## config.mk

```make
export PLATFORM = sky130hd
export DESIGN_NAME = reflow_profile_controller_flat
export DESIGN_NICKNAME = d
export VERILOG_FILES = /design/src/hdl/rpc_pkg.sv /design/src/hdl/rpc_if.sv /design/src/hdl/reflow_profile_controller.sv /design/src/hdl/rpc_csr.sv /design/src/hdl/rpc_core.sv /design/src/flat_wrapper.sv
export SDC_FILE = /design/constraint.sdc
export NUM_CORES = 1
export LEC_CHECK = 0
export ABC_AREA = 1
export BUFFER_PORTS_ARGS = -buffer_cell sky130_fd_sc_hd__buf_2
export CAP_MARGIN = 20
export CELL_PAD_IN_SITES_DETAIL_PLACEMENT = 1
export CELL_PAD_IN_SITES_GLOBAL_PLACEMENT = 2
export CORE_ASPECT_RATIO = 0.7
export CORE_MARGIN = 3
export CORE_UTILIZATION = 23
export DETAILED_ROUTE_END_ITERATION = 12
export GPL_TIMING_DRIVEN = 0
export PLACE_DENSITY = 0.66
export SKIP_CTS_REPAIR_TIMING = 1
export SLEW_MARGIN = 40
export SYNTH_ARGS = -nofsm -noshare
export SYNTH_HDL_FRONTEND = slang
export SYNTH_HIERARCHICAL = 1
export SYNTH_SLANG_ARGS = --single-unit
export TNS_END_PERCENT = 100
```

## constraint.sdc

```tcl
create_clock -name clock -period 6.25 [get_ports clock]
set_input_delay 0.3125 -clock clock [delete_from_list [all_inputs] [get_ports clock]]
set_output_delay 0.3125 -clock clock [all_outputs]
set_load 0.005 [all_outputs]
```

## src/hdl/rpc_pkg.sv

```systemverilog
// ----------------------------------------------------------------------------
// Reflow profile controller package
// Shared widths, codes, reset values and step word field helpers.
// ----------------------------------------------------------------------------
package rpc_pkg;

   // Field widths
   localparam int STEP_WORD_W = 30;
   localparam int TARGET_W    = 12;
   localparam int HOLD_W      = 16;
   localparam int MODE_W      = 2;
   localparam int BAND_W      = 8;
   localparam int TEMP_W      = 12;
   localparam int CMD_W       = 2;
   localparam int PHASE_W     = 2;
   localparam int STEP_W      = 3;
   localparam int CSR_INDEX_W = 3;
   localparam int CSR_DATA_W  = 30;

   // Number of profile steps held in the configuration registers
   localparam int PROFILE_STEPS_DEFAULT = 4;
   localparam int PROFILE_STEPS_MAX     = 4;

   // Register index of the band register
   localparam logic [CSR_INDEX_W-1:0] CSR_BAND_INDEX = 3'd4;

   // Reset values of the step words and the band
   localparam logic [STEP_WORD_W-1:0] STEP_RESET [PROFILE_STEPS_MAX] = '{
      30'd480, 30'd246240, 30'd560, 30'd268517936
   };
   localparam logic [BAND_W-1:0] BAND_RESET = 8'd8;

   // Step modes; any code above hold means stop
   localparam logic [MODE_W-1:0] MODE_RISE = 2'd0;
   localparam logic [MODE_W-1:0] MODE_HOLD = 2'd1;

   // Request commands
   typedef enum logic [CMD_W-1:0] {
      CMD_START  = 2'd0,
      CMD_SAMPLE = 2'd1,
      CMD_TICK   = 2'd2
   } cmd_type;

   // Run phase
   typedef enum logic [PHASE_W-1:0] {
      PHASE_IDLE = 2'd0,
      PHASE_RUN  = 2'd1,
      PHASE_DONE = 2'd2
   } phase_type;

   // Step word field extraction
   function automatic logic [TARGET_W-1:0] target_of(input logic [STEP_WORD_W-1:0] word);
      return word[11:0];
   endfunction

   function automatic logic [HOLD_W-1:0] hold_of(input logic [STEP_WORD_W-1:0] word);
      return word[27:12];
   endfunction

   function automatic logic [MODE_W-1:0] mode_of(input logic [STEP_WORD_W-1:0] word);
      return word[29:28];
   endfunction

endpackage

```

## src/hdl/rpc_if.sv

```systemverilog
// ----------------------------------------------------------------------------
// Reflow profile controller channel interfaces
// Request and response channels with valid/ready handshake.
// ----------------------------------------------------------------------------

// Request channel: command and temperature sample
interface rpc_req_if;
   logic                           valid;
   logic                           ready;
   logic [rpc_pkg::CMD_W-1:0]      command;
   logic [rpc_pkg::TEMP_W-1:0]     temperature;

   modport source (output valid, command, temperature, input ready);
   modport sink   (input valid, command, temperature, output ready);
endinterface

// Response channel: heater drive and run status
interface rpc_rsp_if;
   logic                           valid;
   logic                           ready;
   logic                           heater_on;
   logic [rpc_pkg::PHASE_W-1:0]    phase;
   logic [rpc_pkg::STEP_W-1:0]     step_index;
   logic [rpc_pkg::HOLD_W-1:0]     remaining_seconds;

   modport source (output valid, heater_on, phase, step_index, remaining_seconds,
                   input ready);
   modport sink   (input valid, heater_on, phase, step_index, remaining_seconds,
                   output ready);
endinterface

```

## src/hdl/reflow_profile_controller.sv

```systemverilog
// Response: registered; it appears in the cycle after its request transaction is accepted.
// Throughput: one transaction per cycle; the request side stays ready while the
// response register is empty or being drained in the same cycle.
// Reset: synchronous and active high; the run returns to idle at step 0 with the
// heater off, and the step words and band return to their default profile.
// ----------------------------------------------------------------------------
// Reflow profile controller
// Sequences an oven heater through a configurable multi-step temperature profile.
// ----------------------------------------------------------------------------
module reflow_profile_controller #(
   parameter int PROFILE_STEPS = rpc_pkg::PROFILE_STEPS_DEFAULT
) (
   input  logic                             clock,
   input  logic                             reset,
   input  logic                             csr_wr_en,
   input  logic [rpc_pkg::CSR_INDEX_W-1:0]  csr_index,
   input  logic [rpc_pkg::CSR_DATA_W-1:0]   csr_wr_data,
   rpc_req_if.sink                          req_chan,
   rpc_rsp_if.source                        rsp_chan
);

   logic [PROFILE_STEPS-1:0][rpc_pkg::STEP_WORD_W-1:0] step_words;
   logic [rpc_pkg::BAND_W-1:0]                         band;

   // Configuration registers
   rpc_csr #(
      .PROFILE_STEPS (PROFILE_STEPS)
   ) u_csr (
      .clock       (clock),
      .reset       (reset),
      .csr_wr_en   (csr_wr_en),
      .csr_index   (csr_index),
      .csr_wr_data (csr_wr_data),
      .step_words  (step_words),
      .band        (band)
   );

   // Profile sequencing and heater control
   rpc_core #(
      .PROFILE_STEPS (PROFILE_STEPS)
   ) u_core (
      .clock      (clock),
      .reset      (reset),
      .step_words (step_words),
      .band       (band),
      .req        (req_chan),
      .rsp        (rsp_chan)
   );

endmodule

```

## src/hdl/rpc_csr.sv

```systemverilog
// ----------------------------------------------------------------------------
// Reflow profile controller configuration registers
// Holds the profile step words and the hysteresis band.
// ----------------------------------------------------------------------------
module rpc_csr #(
   parameter int PROFILE_STEPS = rpc_pkg::PROFILE_STEPS_DEFAULT
) (
   input  logic                                           clock,
   input  logic                                           reset,
   input  logic                                           csr_wr_en,
   input  logic [rpc_pkg::CSR_INDEX_W-1:0]                csr_index,
   input  logic [rpc_pkg::CSR_DATA_W-1:0]                 csr_wr_data,
   output logic [PROFILE_STEPS-1:0][rpc_pkg::STEP_WORD_W-1:0] step_words,
   output logic [rpc_pkg::BAND_W-1:0]                     band
);

   logic [PROFILE_STEPS-1:0][rpc_pkg::STEP_WORD_W-1:0] words_ff;
   logic [rpc_pkg::BAND_W-1:0]                         band_ff;

   // Step word registers, one per profile step
   always_ff @(posedge clock) begin
      for (int i = 0; i < PROFILE_STEPS; i++) begin
         if (reset) begin
            words_ff[i] <= rpc_pkg::STEP_RESET[i];
         end else if (csr_wr_en && csr_index == rpc_pkg::CSR_INDEX_W'(i)) begin
            words_ff[i] <= csr_wr_data[rpc_pkg::STEP_WORD_W-1:0];
         end
      end
   end

   // Band register
   always_ff @(posedge clock) begin
      if (reset) begin
         band_ff <= rpc_pkg::BAND_RESET;
      end else if (csr_wr_en && csr_index == rpc_pkg::CSR_BAND_INDEX) begin
         band_ff <= csr_wr_data[rpc_pkg::BAND_W-1:0];
      end
   end

   assign step_words = words_ff;
   assign band       = band_ff;

endmodule

```

## src/hdl/rpc_core.sv

```systemverilog
// ----------------------------------------------------------------------------
// Reflow profile controller core
// Run state, band control, step sequencing and the response register.
// ----------------------------------------------------------------------------
module rpc_core #(
   parameter int PROFILE_STEPS = rpc_pkg::PROFILE_STEPS_DEFAULT
) (
   input  logic                                               clock,
   input  logic                                               reset,
   input  logic [PROFILE_STEPS-1:0][rpc_pkg::STEP_WORD_W-1:0] step_words,
   input  logic [rpc_pkg::BAND_W-1:0]                         band,
   rpc_req_if.sink                                            req,
   rpc_rsp_if.source                                          rsp
);

   localparam logic [rpc_pkg::STEP_W-1:0] STEP_END = rpc_pkg::STEP_W'(PROFILE_STEPS);
   localparam logic [rpc_pkg::HOLD_W-1:0] HOLD_MAX = '1;

   // State and response registers
   rpc_pkg::phase_type              phase_ff, phase_in;
   logic [rpc_pkg::STEP_W-1:0]      step_ff, step_in;
   logic                            heater_ff, heater_in;
   logic [rpc_pkg::HOLD_W-1:0]      elapsed_ff, elapsed_in;
   logic [rpc_pkg::HOLD_W-1:0]      remaining_ff, remaining_in;
   logic                            rsp_valid_ff, rsp_valid_in;

   logic                            accept;
   logic [rpc_pkg::STEP_WORD_W-1:0] cur_word;
   logic [rpc_pkg::STEP_WORD_W-1:0] nxt_word;
   logic [rpc_pkg::MODE_W-1:0]      cur_mode;
   logic [rpc_pkg::TARGET_W-1:0]    cur_target;
   logic [rpc_pkg::HOLD_W-1:0]      elapsed_inc;
   logic                            temp_above;
   logic                            temp_below;

   // Step entry search results
   logic [rpc_pkg::STEP_W-1:0]      ent_base;
   logic                            ent_found;
   logic [rpc_pkg::STEP_W-1:0]      ent_step;
   logic                            ent_fin;

   // A new transaction is taken whenever the response register is free or drains
   assign req.ready = !rsp_valid_ff || rsp.ready;
   assign accept    = req.valid && req.ready;

   // Select the current step word
   always_comb begin
      cur_word = '0;
      for (int i = 0; i < PROFILE_STEPS; i++) begin
         if (step_ff == rpc_pkg::STEP_W'(i)) begin
            cur_word = step_words[i];
         end
      end
   end

   // Select the word of the step after this transaction
   always_comb begin
      nxt_word = '0;
      for (int i = 0; i < PROFILE_STEPS; i++) begin
         if (step_in == rpc_pkg::STEP_W'(i)) begin
            nxt_word = step_words[i];
         end
      end
   end

   assign cur_mode    = rpc_pkg::mode_of(cur_word);
   assign cur_target  = rpc_pkg::target_of(cur_word);
   assign elapsed_inc = (elapsed_ff != HOLD_MAX) ? elapsed_ff + 1'b1 : elapsed_ff;

   // Band comparisons, widened by one bit so the sums cannot wrap
   assign temp_above = {1'b0, req.temperature} >
                       ({1'b0, cur_target} + {5'b0, band});
   assign temp_below = ({1'b0, req.temperature} + {5'b0, band}) <
                       {1'b0, cur_target};

   // Find the first step at or after the base that is not a zero-length hold
   always_comb begin
      ent_base  = (req.command == rpc_pkg::CMD_START) ? '0 : step_ff + 1'b1;
      ent_found = 1'b0;
      ent_step  = STEP_END;
      ent_fin   = 1'b1;
      for (int i = 0; i < PROFILE_STEPS; i++) begin
         if (!ent_found && rpc_pkg::STEP_W'(i) >= ent_base) begin
            if (rpc_pkg::mode_of(step_words[i]) > rpc_pkg::MODE_HOLD) begin
               ent_found = 1'b1;
               ent_step  = rpc_pkg::STEP_W'(i);
               ent_fin   = 1'b1;
            end else if (!(rpc_pkg::mode_of(step_words[i]) == rpc_pkg::MODE_HOLD &&
                           rpc_pkg::hold_of(step_words[i]) == '0)) begin
               ent_found = 1'b1;
               ent_step  = rpc_pkg::STEP_W'(i);
               ent_fin   = 1'b0;
            end
         end
      end
   end

   // Next run state for the transaction at the request port
   always_comb begin
      logic do_enter;
      logic do_finish;
      logic [rpc_pkg::STEP_W-1:0] fin_step;

      phase_in   = phase_ff;
      step_in    = step_ff;
      heater_in  = heater_ff;
      elapsed_in = elapsed_ff;
      do_enter   = 1'b0;
      do_finish  = 1'b0;
      fin_step   = step_ff;

      case (req.command)
         rpc_pkg::CMD_START: begin
            phase_in  = rpc_pkg::PHASE_RUN;
            heater_in = 1'b0;
            do_enter  = 1'b1;
         end
         rpc_pkg::CMD_SAMPLE, rpc_pkg::CMD_TICK: begin
            if (phase_ff == rpc_pkg::PHASE_RUN) begin
               if (step_ff >= STEP_END) begin
                  do_finish = 1'b1;
                  fin_step  = STEP_END;
               end else if (cur_mode > rpc_pkg::MODE_HOLD) begin
                  do_finish = 1'b1;
               end else if (req.command == rpc_pkg::CMD_SAMPLE) begin
                  if (temp_above) begin
                     heater_in = 1'b0;
                  end
                  if (temp_below) begin
                     heater_in = 1'b1;
                  end
                  if (cur_mode == rpc_pkg::MODE_RISE && req.temperature >= cur_target) begin
                     do_enter = 1'b1;
                  end
               end else if (cur_mode == rpc_pkg::MODE_HOLD) begin
                  elapsed_in = elapsed_inc;
                  if (elapsed_inc >= rpc_pkg::hold_of(cur_word)) begin
                     do_enter = 1'b1;
                  end
               end
            end
         end
         default: begin
         end
      endcase

      // Entering a step may end the run when it lands on a stop or past the end
      if (do_enter) begin
         elapsed_in = '0;
         step_in    = ent_step;
         if (ent_fin) begin
            do_finish = 1'b1;
            fin_step  = ent_step;
         end
      end

      if (do_finish) begin
         phase_in   = rpc_pkg::PHASE_DONE;
         heater_in  = 1'b0;
         step_in    = fin_step;
         elapsed_in = '0;
      end
   end

   // Seconds left in a running hold step after this transaction
   always_comb begin
      remaining_in = '0;
      if (phase_in == rpc_pkg::PHASE_RUN && step_in < STEP_END &&
          rpc_pkg::mode_of(nxt_word) == rpc_pkg::MODE_HOLD &&
          rpc_pkg::hold_of(nxt_word) > elapsed_in) begin
         remaining_in = rpc_pkg::hold_of(nxt_word) - elapsed_in;
      end
   end

   // Response valid follows accepted transactions and drains on ready
   assign rsp_valid_in = accept ? 1'b1 : (rsp.ready ? 1'b0 : rsp_valid_ff);

   // Control state
   always_ff @(posedge clock) begin
      if (reset) begin
         phase_ff     <= rpc_pkg::PHASE_IDLE;
         step_ff      <= '0;
         heater_ff    <= 1'b0;
         elapsed_ff   <= '0;
         rsp_valid_ff <= 1'b0;
      end else begin
         rsp_valid_ff <= rsp_valid_in;
         if (accept) begin
            phase_ff   <= phase_in;
            step_ff    <= step_in;
            heater_ff  <= heater_in;
            elapsed_ff <= elapsed_in;
         end
      end
   end

   // Response payload
   always_ff @(posedge clock) begin
      if (accept) begin
         remaining_ff <= remaining_in;
      end
   end

   // The state registers hold the post-transaction status, so they drive the payload
   assign rsp.valid             = rsp_valid_ff;
   assign rsp.heater_on         = heater_ff;
   assign rsp.phase             = phase_ff;
   assign rsp.step_index        = step_ff;
   assign rsp.remaining_seconds = remaining_ff;

endmodule
```

## src/flat_wrapper.sv

```systemverilog
// flat-port wrapper written by rule: the top's interface ports become plain ports
module reflow_profile_controller_flat 
#(
   parameter int PROFILE_STEPS = rpc_pkg::PROFILE_STEPS_DEFAULT
)
  (clock, reset, csr_wr_en, csr_index, csr_wr_data, req_chan_valid, req_chan_command, req_chan_temperature, req_chan_ready, rsp_chan_valid, rsp_chan_heater_on, rsp_chan_phase, rsp_chan_step_index, rsp_chan_remaining_seconds, rsp_chan_ready);
  rpc_req_if req_chan_i ();
  rpc_rsp_if rsp_chan_i ();
  input  logic clock;
  input  logic reset;
  input  logic csr_wr_en;
  input  logic [rpc_pkg::CSR_INDEX_W-1:0] csr_index;
  input  logic [rpc_pkg::CSR_DATA_W-1:0] csr_wr_data;
  input wire logic [$bits(req_chan_i.valid)-1:0] req_chan_valid;
  input wire logic [$bits(req_chan_i.command)-1:0] req_chan_command;
  input wire logic [$bits(req_chan_i.temperature)-1:0] req_chan_temperature;
  output wire logic [$bits(req_chan_i.ready)-1:0] req_chan_ready;
  output wire logic [$bits(rsp_chan_i.valid)-1:0] rsp_chan_valid;
  output wire logic [$bits(rsp_chan_i.heater_on)-1:0] rsp_chan_heater_on;
  output wire logic [$bits(rsp_chan_i.phase)-1:0] rsp_chan_phase;
  output wire logic [$bits(rsp_chan_i.step_index)-1:0] rsp_chan_step_index;
  output wire logic [$bits(rsp_chan_i.remaining_seconds)-1:0] rsp_chan_remaining_seconds;
  input wire logic [$bits(rsp_chan_i.ready)-1:0] rsp_chan_ready;
  assign req_chan_i.valid = req_chan_valid;
  assign req_chan_i.command = req_chan_command;
  assign req_chan_i.temperature = req_chan_temperature;
  assign req_chan_ready = req_chan_i.ready;
  assign rsp_chan_valid = rsp_chan_i.valid;
  assign rsp_chan_heater_on = rsp_chan_i.heater_on;
  assign rsp_chan_phase = rsp_chan_i.phase;
  assign rsp_chan_step_index = rsp_chan_i.step_index;
  assign rsp_chan_remaining_seconds = rsp_chan_i.remaining_seconds;
  assign rsp_chan_i.ready = rsp_chan_ready;
  reflow_profile_controller #(.PROFILE_STEPS(PROFILE_STEPS)) u_core (.clock(clock), .reset(reset), .csr_wr_en(csr_wr_en), .csr_index(csr_index), .csr_wr_data(csr_wr_data), .req_chan(req_chan_i), .rsp_chan(rsp_chan_i));
endmodule
```

* Word-level counts from Yosys, hierarchy flattened *
Index checks and enable logic that the tools add are counted.
W data, S select, Z words.

storage, ports and cells
  register bits = 167
  input bits = 52
  output and inout port bits = 24
  logic and storage cells = 177

operators by class
  add/sub/neg operators = 5
  $lt $le $gt $ge = 16
  equal/unequal tests = 26
  mux-type cells = 84
  reductions and logical operators = 35

operators with widths
  cell                     count
  $mux W30                 8
  $mux W16                 9
  $logic_not A16 Y1        4
  $mux W3                  20
  $mux W1                  43
  $add A12 B8 Y13          2
  $eq A2 B1 Y1 const B     9
  $eq A3 B2 Y1 const B     6
  $logic_and A1 B1 Y1      17
  $add A16 B1 Y16 const B  1
  $ge A16 B16 Y1           1
  $gt A16 B16 Y1           1
  $ne A16 B16 Y1 const B   1
  $sub A16 B16 Y16         1
  $gt A12 B13 Y1           1
  $lt A13 B12 Y1           1
  $ge A12 B12 Y1           1
  $ne A3 B3 Y1 const B     4
  $gt A2 B1 Y1 const B     5
  $eq A3 B1 Y1 const B     3
  $logic_not A3 Y1         3
  $reduce_and A7 Y1        1
  $ge A1 B3 Y1 const A     2
  $ge A2 B3 Y1 const A     2
  other kinds (14)         20

* Longest topological paths before layout *
Gate-level depths: netlist of the first run.

  depth after elaboration = 25
  gate-level depth with buffers = 51
  depth with buffers taken out = 49

* Cells and area by module *
The synthesis of the first run kept the hierarchy.

modules (own cells, without submodules)
  module    instances  cells an instance  area an instance (um^2)  sequential area each (um^2)
  rpc_core  1          1,128              7,133.1                  940.9
  rpc_csr   1          719                4,991.0                  2,562.5

* Worst setup path before layout of the first run *
OpenSTA, ideal clock, no wires.

  path type = register to register
  from = register u_core/u_core/elapsed_ff[4] (netlist name)
  to = register u_core.u_core.remaining_ff (netlist bit u_core/u_core/rsp.remaining_seconds[14]) (data pin)
  setup time = 0.252 ns
  data arrival time = 5.738 ns
  required time = 5.998 ns
  path slack = 0.260 ns
  stages on the path, launching flop included = 51
  buffers on the path = 2
  clock period less this slack = 5.990 ns
  cell sequence = dfxtp_1 inv_1 nor3_1 nand2_1 nor4_1 nand4_1 nand2_1 inv_1 nand2_1 nor2_1 a21oi_1 ha_1 nand2_1 inv_1 nand2_1 nand2_1 a21oi_1 nand2_1 (+15 left out) nor2_1 ha_1 fa_1 nand3b_1 nand2_1 inv_1 o21ai_0 a21oi_1 nor2_1 nor2_1 nand2_1 a31oi_1 o21ai_0 nand2_1 nand2_1 xor2_1 inv_1 nor2_4

between the ends
  longest elaborated chain between the ends = 20
  elaborated cells on any way between the ends = 40
  those cells by class = add/sub: 2; order compare: 3; eq/ne: 6; mux: 25; reduce/logical: 4

ends and longest elaborated chain
  what                                                      line             RTL
  start, declared                                           rpc_core.sv:23   logic [rpc_pkg::HOLD_W-1:0] elapsed_ff, elapsed_in;
  start signal, assigned                                    rpc_core.sv:192  elapsed_ff <= elapsed_in;
  branches (longest 20 deep; another with $add A16 B1 Y16)  --
  end signal, assigned                                      rpc_core.sv:200  remaining_ff <= remaining_in;
  end, declared                                             rpc_core.sv:24   logic [rpc_pkg::HOLD_W-1:0] remaining_ff, remaining_in;

Parallel ways; which one is timed is not known.
A chain may end at the register's enable or synchronous reset.

* Worst setup path in the final report of the first run *
  from = register u_core.u_core.step_ff (netlist bit u_core/u_core/rsp.step_index[0])
  to = register u_core.u_core.remaining_ff (netlist bit u_core/u_core/rsp.remaining_seconds[8]) (data pin)

between the ends
  longest elaborated chain between the ends = 24
  elaborated cells on any way between the ends = 100
  those cells by class = add/sub: 2; order compare: 10; eq/ne: 9; mux: 66; reduce/logical: 13

ends and longest elaborated chain
  what                                                     line             RTL
  start, declared                                          rpc_core.sv:21   logic [rpc_pkg::STEP_W-1:0] step_ff, step_in;
  start signal, assigned                                   rpc_core.sv:190  step_ff <= step_in;
  branches (longest 24 deep; another with $ge A16 B16 Y1)  --

Parallel ways; which one is timed is not known.

==> results of run 1 <==
-- area by class of cell --
cell class	count	area [um^2]
clock inverter	12	131.4
antenna	1	2.502
inverter	157	614.3
sequential	167	3526
buffer	84	616.8
multi-input combinational	1439	8441
clock buffer	20	446.7
fill	6404	35700
tap	674	843.3
timing repair buffer	154	1135
-- placed cells by master, fill, tap and decap left out, types with 10 or more instances in the layout --
cell	netlist	layout
nor2_1	335	316
ha_4	0	12
buf_2	33	106
nor2_2	7	17
xnor2_1	15	15
nand4_1	44	44
clkbuf_16	0	24
ha_1	92	78
dfxtp_1	151	143
xor2_1	26	23
nand2_1	413	386
o21ai_0	72	59
a21oi_2	1	13
buf_4	3	72
inv_2	5	14
inv_1	147	134
buf_12	1	10
o22ai_1	19	11
nor2_4	14	23
nand3_1	192	188
edfxtp_1	16	16
a21oi_1	110	89
nand2_2	9	26
o21ai_1	3	10
clkbuf_1	31	17
nand2_4	6	15
-- tightest hold or removal path, cell delays in order --
cell and delay [ns]:
buf_2 0.10, nand2_1 0.05, nand3_1 0.05
-- per-layer routing --
layer | share of wire, % | track usage (%) | vias up
met5 | 0.023 | 0 | -
met2 | 39 | 27.19 | 347
met3 | 6.9 | 3.736 | 32
li1 | - | - | 6424
met4 | 1.1 | 3.132 | 2
met1 | 53 | 30.97 | 6508
-- power by group through the flow --
| stage | Combinational (mW) | Sequential (mW) | Clock (mW) |
|---|---|---|---|
| 2_1_floorplan | 0.829 | 1.18 | 0 |
| 3_3_place_gp | 1.20 | 1.20 | 0 |
| 3_5_place_dp | 1.22 | 1.20 | 0 |
| 4_1_cts | 1.23 | 1.18 | 1.14 |
| 5_1_grt | 1.76 | 1.19 | 1.17 |
| 6_report | 1.60 | 1.18 | 1.11 |
-- cells by family (layout without fill, tap and decap cells) --
family | count (synthesis) | count (layout) | synth area share [%]
xor+xnor | 41 | 41 | 2.962
compound gates | 242 | 242 | 11.03
flops | 167 | 167 | 28.90
fa+ha+maj | 95 | 95 | 9.990
buf+inv | 241 | 427 | 8.421
simple gates | 1061 | 1061 | 38.70
other cells | 0 | 1 | 0
-- per-stage QoR --
stage	std cells	power (mW)
after detailed placement	2596	2.425
after floorplan	1847	2.012
after global placement	2596	2.396
after global routing	2707	4.119
final	2708	3.893
after CTS	2628	3.547
-- worst max path at each step --
stage / start / endpoint / slack (ns) / cells past startpoint
6_report: u_core/u_core/rsp.step_index[0]$_SDFFE_PP0P_ / u_core/u_core/rsp.remaining_seconds[8]$_SDFFCE_PN0P_ / -0.42 / 46
4_1_cts: u_core/u_core/rsp.step_index[0]$_SDFFE_PP0P_ / u_core/u_core/rsp.remaining_seconds[9]$_SDFFCE_PN0P_ / -2.48 / 43
5_1_grt: u_core/u_core/elapsed_ff[1]$_SDFFE_PP0P_ / u_core/u_core/rsp.remaining_seconds[8]$_SDFFCE_PN0P_ / -0.81 / 43
2_1_floorplan: u_core/u_core/elapsed_ff[4]$_SDFFE_PP0P_ / u_core/u_core/rsp.remaining_seconds[14]$_SDFFCE_PN0P_ / 0.26 / 50
3_3_place_gp: u_core/u_core/rsp.step_index[1]$_SDFFE_PP0P_ / u_core/u_core/rsp.remaining_seconds[13]$_SDFFCE_PN0P_ / -2.62 / 43
3_5_place_dp: u_core/u_core/rsp.step_index[0]$_SDFFE_PP0P_ / u_core/u_core/rsp.remaining_seconds[9]$_SDFFCE_PN0P_ / -2.43 / 43
-- sequential cells by signal, indices dropped and copies added (netlist names) --
register	cells
u_core/u_core/rsp.heater_on	1
u_core/u_csr/step_words	120
u_core/u_core/rsp.remaining_seconds	16
u_core/u_core/elapsed_ff	16
u_core/u_core/rsp.phase	2
u_core/u_csr/band	8
u_core/u_core/rsp.valid	1
u_core/u_core/rsp.step_index	3
==> results.cfg, run 1 <==
[hold_path]
hp-class = in -> reg
min_path_cells = 3
holdPathEnd = u_core/u_csr/step_words[69]$_SDFFE_PP1P_
hp-start = csr_wr_data[9]

[floorplan]
io_pins = 76
num_rows = 69
initial_utilization_pct = 23.56
dieArea_mm2 = 0.05555
core_area_mm2 = 0.05145
fp.dieW_um = 280.4
die_y_um = 198.1

[setup_path]
crit_path_frequent_cell = nor2_4
timing.rr.start = u_core/u_core/rsp.step_index[0]$_SDFFE_PP0P_
critPathArrivalTime_ns = 7.00
slowest_stage = dfxtp_4
crit_path_max_incr_delay_ns = 0.40
crit_path_end_kind = flip-flop
path_buf_inv = 10
start_kind = flip-flop
cp_max_fo = 8
r2r_cells = 46
path_delay_family = simple AND/OR/NAND/NOR gates
required_ns = 6.58
r2r-end = u_core/u_core/rsp.remaining_seconds[8]$_SDFFCE_PN0P_
path_class = reg -> reg
reg2reg_slack_ns = -0.42

[logic_synthesis]
yosysMostFrequentCell = nand2_1
synthTopCellsByArea = dfxtp_1 (25%), nand2_1 (13%), nor2_1 (10%)
synth_edf_count = 16
avgSynthCellArea_um2 = 6.564
synth_seq_cells = 167
yosysUniqueCellTypes = 58
yosys_warnings = 6
yosysTopAreaCell = dfxtp_1
synthCells = 1847
synth.top_cell.area_share_pct = 24.93
synthArstFlopShare_pct = 0
syn-num-nets = 1994
synth_area_mm2 = 0.01212
synth_top_flop_cell = dfxtp_1
ys_seq_area_share_pct = 28.90
synth_common_cells = nand2_1 (413), nor2_1 (335), nand3_1 (192)

[clocking]
root_buffer = clkbuf_16
clock_latency_ns = 0.46
cts.path.max_buffers = 2
path_clk_slew_ns = 0.08
htreeDepth = 4
cts_tree = yes
cts_inserted_buffers = 17
clock-sinks = 167

[pwr]
p_int_mw = 2.312
p_clk_share_pct = 28.5
swShare_pct = 40.60
leakage_nw = 6.941
ir_worst_vdd_mv = 0.1745
seqPwrFrac_pct = 30.3
p_switching_mw = 1.581
p_per_area_mw_per_mm2 = 247.1
pwr-share-comb_pct = 41.2

[status]
outcome = finished with violations
violations = negative setup slack

[timing]
slew_headroom_pct = 46.55
finalHoldViolations = 0
worst_pin_slew_ns = 0.7988
fin_hold_ws_ns = 0.08067
setup_viol = 16
fin_crit_sh_pct = 106.7
period_needed_ns = 6.671
clock_skew_ns = 0.01100
drv_slew = 0
worst_slack_ns = -0.4211
setup_tns_ns = -6.045
rsz0062_at_grt = true
fmax_ghz = 0.1499

[placement]
hpwl_um = 43960
portBuffers = 75
gp_congestion = 0.8578
placed_area_mm2 = 0.01335
dp_slack_ns = -2.433

[finish]
area_growth_pct = 29.96
final_util_pct = 30.62
fin_nets = 2167
design_area_mm2 = 0.01576
post_route_cells_drive_above_1_share_pct = 21.74

[drt]
ant_nets = 0
first_pass_iters = 5
drc = 0
num_vias = 13313
wl_per_cell_um = 20.99
first_iter_violations = 989
totalWireLength_um = 56850
vias_per_cell = 4.916

[global_route]
grt.overflow.total = 0
grt_max_degree = 26
grt_pass1_wl_um = 80960
antenna_found_initial = 1
grt_usage_pct = 19.56
grt_pass1_vias = 12822

[flow_run]
cap_violations = 0
No activity file was read; power rests on OpenSTA's default activity.
==> run 2: changes to the inputs <==
BUFFER_PORTS_ARGS = unset   (was -buffer_cell sky130_fd_sc_hd__buf_2)
DONT_BUFFER_PORTS = 1   (was unset)
PLACE_DENSITY = 0.64   (was 0.66)
==> run 2 against run 1 <==
  * The flow still finishes with violations (negative setup slack)
  * Highest routed layer is now met4
  * Largest cell class unchanged
  * Total power is 2.3% lower
  * Largest power group unchanged
  * First-iteration DRC count decreased by 6.3%
  * Clock skew increased by 0.0052 ns
  * Sequential share of layout area grew 1.1 points
  * Final area fell by 4.7%
==> results.cfg, run 2 (same netlist as run 1, synthesis figures left out) <==
[clocking]
root_buffer = clkbuf_16
clock-sinks = 167
cts_inserted_buffers = 17
cts_tree = yes
path_clk_slew_ns = 0.08
htreeDepth = 4
cts.path.max_buffers = 2
clock_latency_ns = 0.46

[floorplan]
io_pins = 76
core_area_mm2 = 0.05145
fp.dieW_um = 280.4
dieArea_mm2 = 0.05555
initial_utilization_pct = 23.56
num_rows = 69
die_y_um = 198.1

[pwr]
seqPwrFrac_pct = 31.1
p_int_mw = 2.239
pwr-share-comb_pct = 38.9
total_power_mw = 3.803
p_clk_share_pct = 30.0
p_per_area_mw_per_mm2 = 253.2
swShare_pct = 41.14
p_switching_mw = 1.564
ir_worst_vdd_mv = 0.1862
leakage_nw = 6.516

[finish]
final_common_cell = nand2_1
diodes = 0
design_area_mm2 = 0.01502
nFillCells = 6422
area_growth_pct = 23.87
largest_reg_flops = 120
final_cell_mix = nand2_1 (398), nor2_1 (319), nand3_1 (189), dfxtp_1 (143), inv_1 (136)
fin_nets = 2078
final_util_pct = 29.19
post_route_cells_drive_above_1_share_pct = 16.46

[setup_path]
cp_max_fo = 8
critPathArrivalTime_ns = 7.04
critical_path.startpoint = u_core/u_core/rsp.step_index[0]$_SDFFE_PP0P_
crit_path_end_kind = flip-flop
start_kind = flip-flop
slowest_stage = dfxtp_4
crit_path_frequent_cell = nor2_4
required_ns = 6.58
timing.rr.start = u_core/u_core/rsp.step_index[0]$_SDFFE_PP0P_
crit_path_max_incr_delay_ns = 0.42
path_class = reg -> reg

[drt]
vias_per_cell = 4.948
first_iter_violations = 927
ant_nets = 0
totalWireLength_um = 55920
drc = 0
first_pass_iters = 5
num_vias = 12953
wl_per_cell_um = 21.36

[placement]
hpwl_um = 43910
dp_slack_ns = -2.392
portBuffers = 0
gp_congestion = 0.8433
placed_area_mm2 = 0.01298

[timing]
setup_viol = 16
rsz0062_at_grt = true
fmax_ghz = 0.1490
fin_crit_sh_pct = 107.4
period_needed_ns = 6.710
finalHoldViolations = 0
slew_headroom_pct = 41.97
clock_skew_ns = 0.01618
drv_slew = 0
worst_slack_ns = -0.4601
worst_pin_slew_ns = 0.8673

[hold_path]
hp-start = reset
hp-class = in -> reg

[global_route]
grt_max_degree = 26
grt.overflow.total = 0
grt_usage_pct = 19.40
antenna_found_initial = 4
grt_pass1_vias = 12487
grt_pass1_wl_um = 79850

[status]
violations = negative setup slack
outcome = finished with violations

[flow_run]
cap_violations = 0
[run 2: final timing paths]
check | slack, ns | endpoint | cells after the start
hold reg to reg | 0.48 | u_core/u_csr/step_words[35]$_SDFFE_PP1P_ | 2
setup reg to reg | -0.46 | u_core/u_core/rsp.remaining_seconds[11]$_SDFFCE_PN0P_ | 46
hold / removal | 0.002 | u_core/u_core/rsp.step_index[0]$_SDFFE_PP0P_ | 3
setup / recovery | -0.46 | u_core/u_core/rsp.remaining_seconds[11]$_SDFFCE_PN0P_ | 46
[run 2: worst max-delay path: cells and delay by family (launching register included)]
family | cells | cell delay, ns
flip-flops | 1 | 0.42
AND/OR/NAND/NOR | 24 | 2.83
AO/OA/AOI/OAI | 8 | 0.96
adder cells (fa/ha/maj) | 4 | 1.07
buffers and inverters | 10 | 1.25
[run 2: metrics by stage]
step	TNS [ns]	cells	hold slack [ns]
2_1_floorplan	0	1847	0.3816
4_1_cts	-37.99	2553	-0.1120
3_3_place_gp	-43.29	2521	0.3870
3_5_place_dp	-37.40	2521	0.3885
6_report	-6.882	2618	0.001756
5_1_grt	-11.83	2618	0.005849
[run 2: layout make-up]
| cell class | count | area [um^2] | share of cell area, % |
|---|---|---|---|
| tap | 674 | 843.3 | 5.615 |
| multi-input combinational | 1439 | 8239 | 54.86 |
| timing repair buffer | 65 | 594.3 | 3.957 |
| buffer | 84 | 601.8 | 4.007 |
| sequential | 167 | 3526 | 23.48 |
| clock buffer | 17 | 425.4 | 2.833 |
| clock inverter | 15 | 177.7 | 1.183 |
| inverter | 157 | 610.6 | 4.066 |
[run 2: metal layers]
layer	share of wire, %	vias up	global-route usage, %	wire, um
met5	0	-	0	0
met4	0.88	0	3.731	493
met3	6.3	24	3.807	3550
met2	39	310	26.59	21990
met1	53	6376	30.72	29880
li1	-	6243	-	-
[run 2: power groups by stage]
stage | clock (mW) | combinational [mW] | sequential (mW)
CTS | 1.18 | 1.20 | 1.18
detailed placement | 0 | 1.19 | 1.20
floorplan | 0 | 0.829 | 1.18
global route | 1.21 | 1.61 | 1.19
global placement | 0 | 1.16 | 1.20
finish | 1.14 | 1.48 | 1.18
==> run 3: changes to the inputs <==
clock period = 5.4 ns   (was 6.25 ns; I/O delays follow)
==> run 3 against run 2 <==
  * The run still ends with negative setup slack left
  * Via count up 0.42%
  * Die area is the same
  * Total power increased by 17%
  * Register-to-register slack worse by 0.92 ns
  * Final area is 1.1% higher
  * Worst hold slack improved by 0.051 ns
  * Fmax shrank 0.99%
  * Critical path depth is 7 lower
  * Sequential share of layout area shrank 0.26 points
  * Utilization up 0.32 points
  * Flip-flop and latch count unchanged
  * Clock power grew 18%
  * Critical path type unchanged
  * Largest power group unchanged
  * Highest routed layer unchanged
==> results.cfg, run 3 (same netlist as run 1, synthesis figures left out) <==
[status]
outcome = finished with violations
violations = negative setup slack

[finish]
nFillCells = 6357
post_route_cells_drive_above_1_share_pct = 15.73
fin_cells = 2626
design_area_mm2 = 0.01518
final_util_pct = 29.51
fin_nets = 2086
final_cell_mix = nand2_1 (401), nor2_1 (321), nand3_1 (186), dfxtp_1 (143), inv_1 (138)
largest_reg_flops = 120
diodes = 0
regArea_mm2 = 0.003526
area_growth_pct = 25.24
multiInputGateArea_mm2 = 0.008224
final_common_cell = nand2_1

[timing]
worst_pin_slew_ns = 0.8546
clock_skew_ns = 0.01727
fmax_ghz = 0.1476
period_needed_ns = 6.777
fin_crit_sh_pct = 125.5
slew_headroom_pct = 42.78
drv_slew = 0
rsz0062_at_grt = true
setup_viol = 16
worst_slack_ns = -1.377
finalHoldViolations = 0
fin_hold_ws_ns = 0.05264

[hold_path]
min_path_cells = 3
hp-start = rsp_chan_ready
hp-class = in -> reg

[pwr]
swShare_pct = 40.25
p_int_mw = 2.654
seqPwrFrac_pct = 30.8
p_per_area_mw_per_mm2 = 292.5
p_switching_mw = 1.788
ir_worst_vdd_mv = 0.2349
leakage_nw = 6.557
pwr-share-comb_pct = 39.0
p_clk_share_pct = 30.2
total_power_mw = 4.442

[drt]
first_iter_violations = 796
totalWireLength_um = 56010
first_pass_iters = 5
num_vias = 13008
wl_per_cell_um = 21.33
vias_per_cell = 4.954
drc = 0
ant_nets = 0

[flow_run]
cap_violations = 0

[setup_path]
critical_path.startpoint = u_core/u_core/rsp.step_index[0]$_SDFFE_PP0P_
required_ns = 5.62
crit_path_max_incr_delay_ns = 0.52
slowest_stage = nor2_1
crit_path_frequent_cell = nor2_1
cp_max_fo = 7
timing.rr.start = u_core/u_core/rsp.step_index[0]$_SDFFE_PP0P_
start_kind = flip-flop
r2r_cells = 39
path_class = reg -> reg
critPathArrivalTime_ns = 7.00
crit_path_end_kind = flip-flop

[global_route]
grt_usage_pct = 19.57
antenna_found_initial = 0
grt.overflow.total = 0
grt_pass1_vias = 12756
grt_max_degree = 19
grt_pass1_wl_um = 80910

[floorplan]
io_pins = 76
core_area_mm2 = 0.05145
dieArea_mm2 = 0.05555
fp.dieW_um = 280.4
initial_utilization_pct = 23.56
num_rows = 69
die_y_um = 198.1

[placement]
portBuffers = 0
dp.cells = 2522
gp_congestion = 0.8690
placed_area_mm2 = 0.01306
hpwl_um = 43760

[clocking]
cts_tree = yes
clock-sinks = 167
path_clk_slew_ns = 0.08
htreeDepth = 4
root_buffer = clkbuf_16
clock_latency_ns = 0.46
cts_inserted_buffers = 17
cts.path.max_buffers = 2
run 3: cell types whose count changed in the layout (fill, tap and decap cells not counted), moves of 4 or more:
| cell | previous run | this run |
|---|---|---|
| inv_2 | 13 | 9 |
| buf_4 | 48 | 53 |
| o22ai_4 | 1 | 5 |
| inv_6 | 7 | 3 |
| o21ai_1 | 3 | 7 |
| o21ai_2 | 6 | 1 |
| a21oi_2 | 18 | 8 |
| a21oi_1 | 88 | 100 |
| ha_4 | 5 | 9 |
| ha_1 | 85 | 81 |
| o22ai_2 | 8 | 4 |
run 3: final timing paths:
| check | end | slack [ns] |
|---|---|---|
| setup / recovery | u_core/u_core/rsp.remaining_seconds[11]$_SDFFCE_PN0P_ | -1.38 |
| hold / removal | u_core/u_core/rsp.valid$_SDFFE_PP0P_ | 0.05 |
| setup reg to reg | u_core/u_core/rsp.remaining_seconds[11]$_SDFFCE_PN0P_ | -1.38 |
| hold reg to reg | u_core/u_csr/step_words[37]$_SDFFE_PP1P_ | 0.49 |
run 3: worst max-delay path: cells and delay by family (launching register included):
kind            cells  cell delay (ns)
buf+inv             8             1.19
flops               1             0.43
fa+ha+maj           4             0.88
simple gates       22             2.99
compound gates      5             0.98
run 3: area by class of cell:
cell class | instances | area share (%)
buffer | 84 | 4.136
sequential | 167 | 23.22
inverter | 157 | 4.095
timing repair buffer | 73 | 4.862
tap | 674 | 5.554
multi-input combinational | 1439 | 54.16
clock buffer | 18 | 2.892
clock inverter | 14 | 1.079
run 3: stage by stage:
step | TNS, ns | setup WS (ns)
after floorplan | -3.463 | -0.2714
after global placement | -45.83 | -2.824
after detailed placement | -45.95 | -2.826
after CTS | -47.43 | -2.877
after global routing | -25.06 | -1.625
final | -21.32 | -1.377
run 3: metal layers:
| layer | wire (um) | vias up | GRT usage, % | share of wire [%] |
|---|---|---|---|---|
| met3 | 3220 | 24 | 4.338 | 5.7 |
| met1 | 29470 | 6419 | 29.75 | 53 |
| met5 | 0 | - | 0 | 0 |
| met2 | 23000 | 304 | 28.14 | 41 |
| li1 | - | 6261 | - | - |
| met4 | 319 | 0 | 3.499 | 0.57 |
run 3: power by group through the flow:
| stage | Clock, mW | Combinational (mW) | Sequential, mW |
|---|---|---|---|
| global route | 1.43 | 1.91 | 1.38 |
| detailed placement | 0 | 1.39 | 1.40 |
| floorplan | 0 | 0.970 | 1.37 |
| CTS | 1.38 | 1.40 | 1.37 |
| global placement | 0 | 1.36 | 1.40 |
| finish | 1.34 | 1.73 | 1.37 |
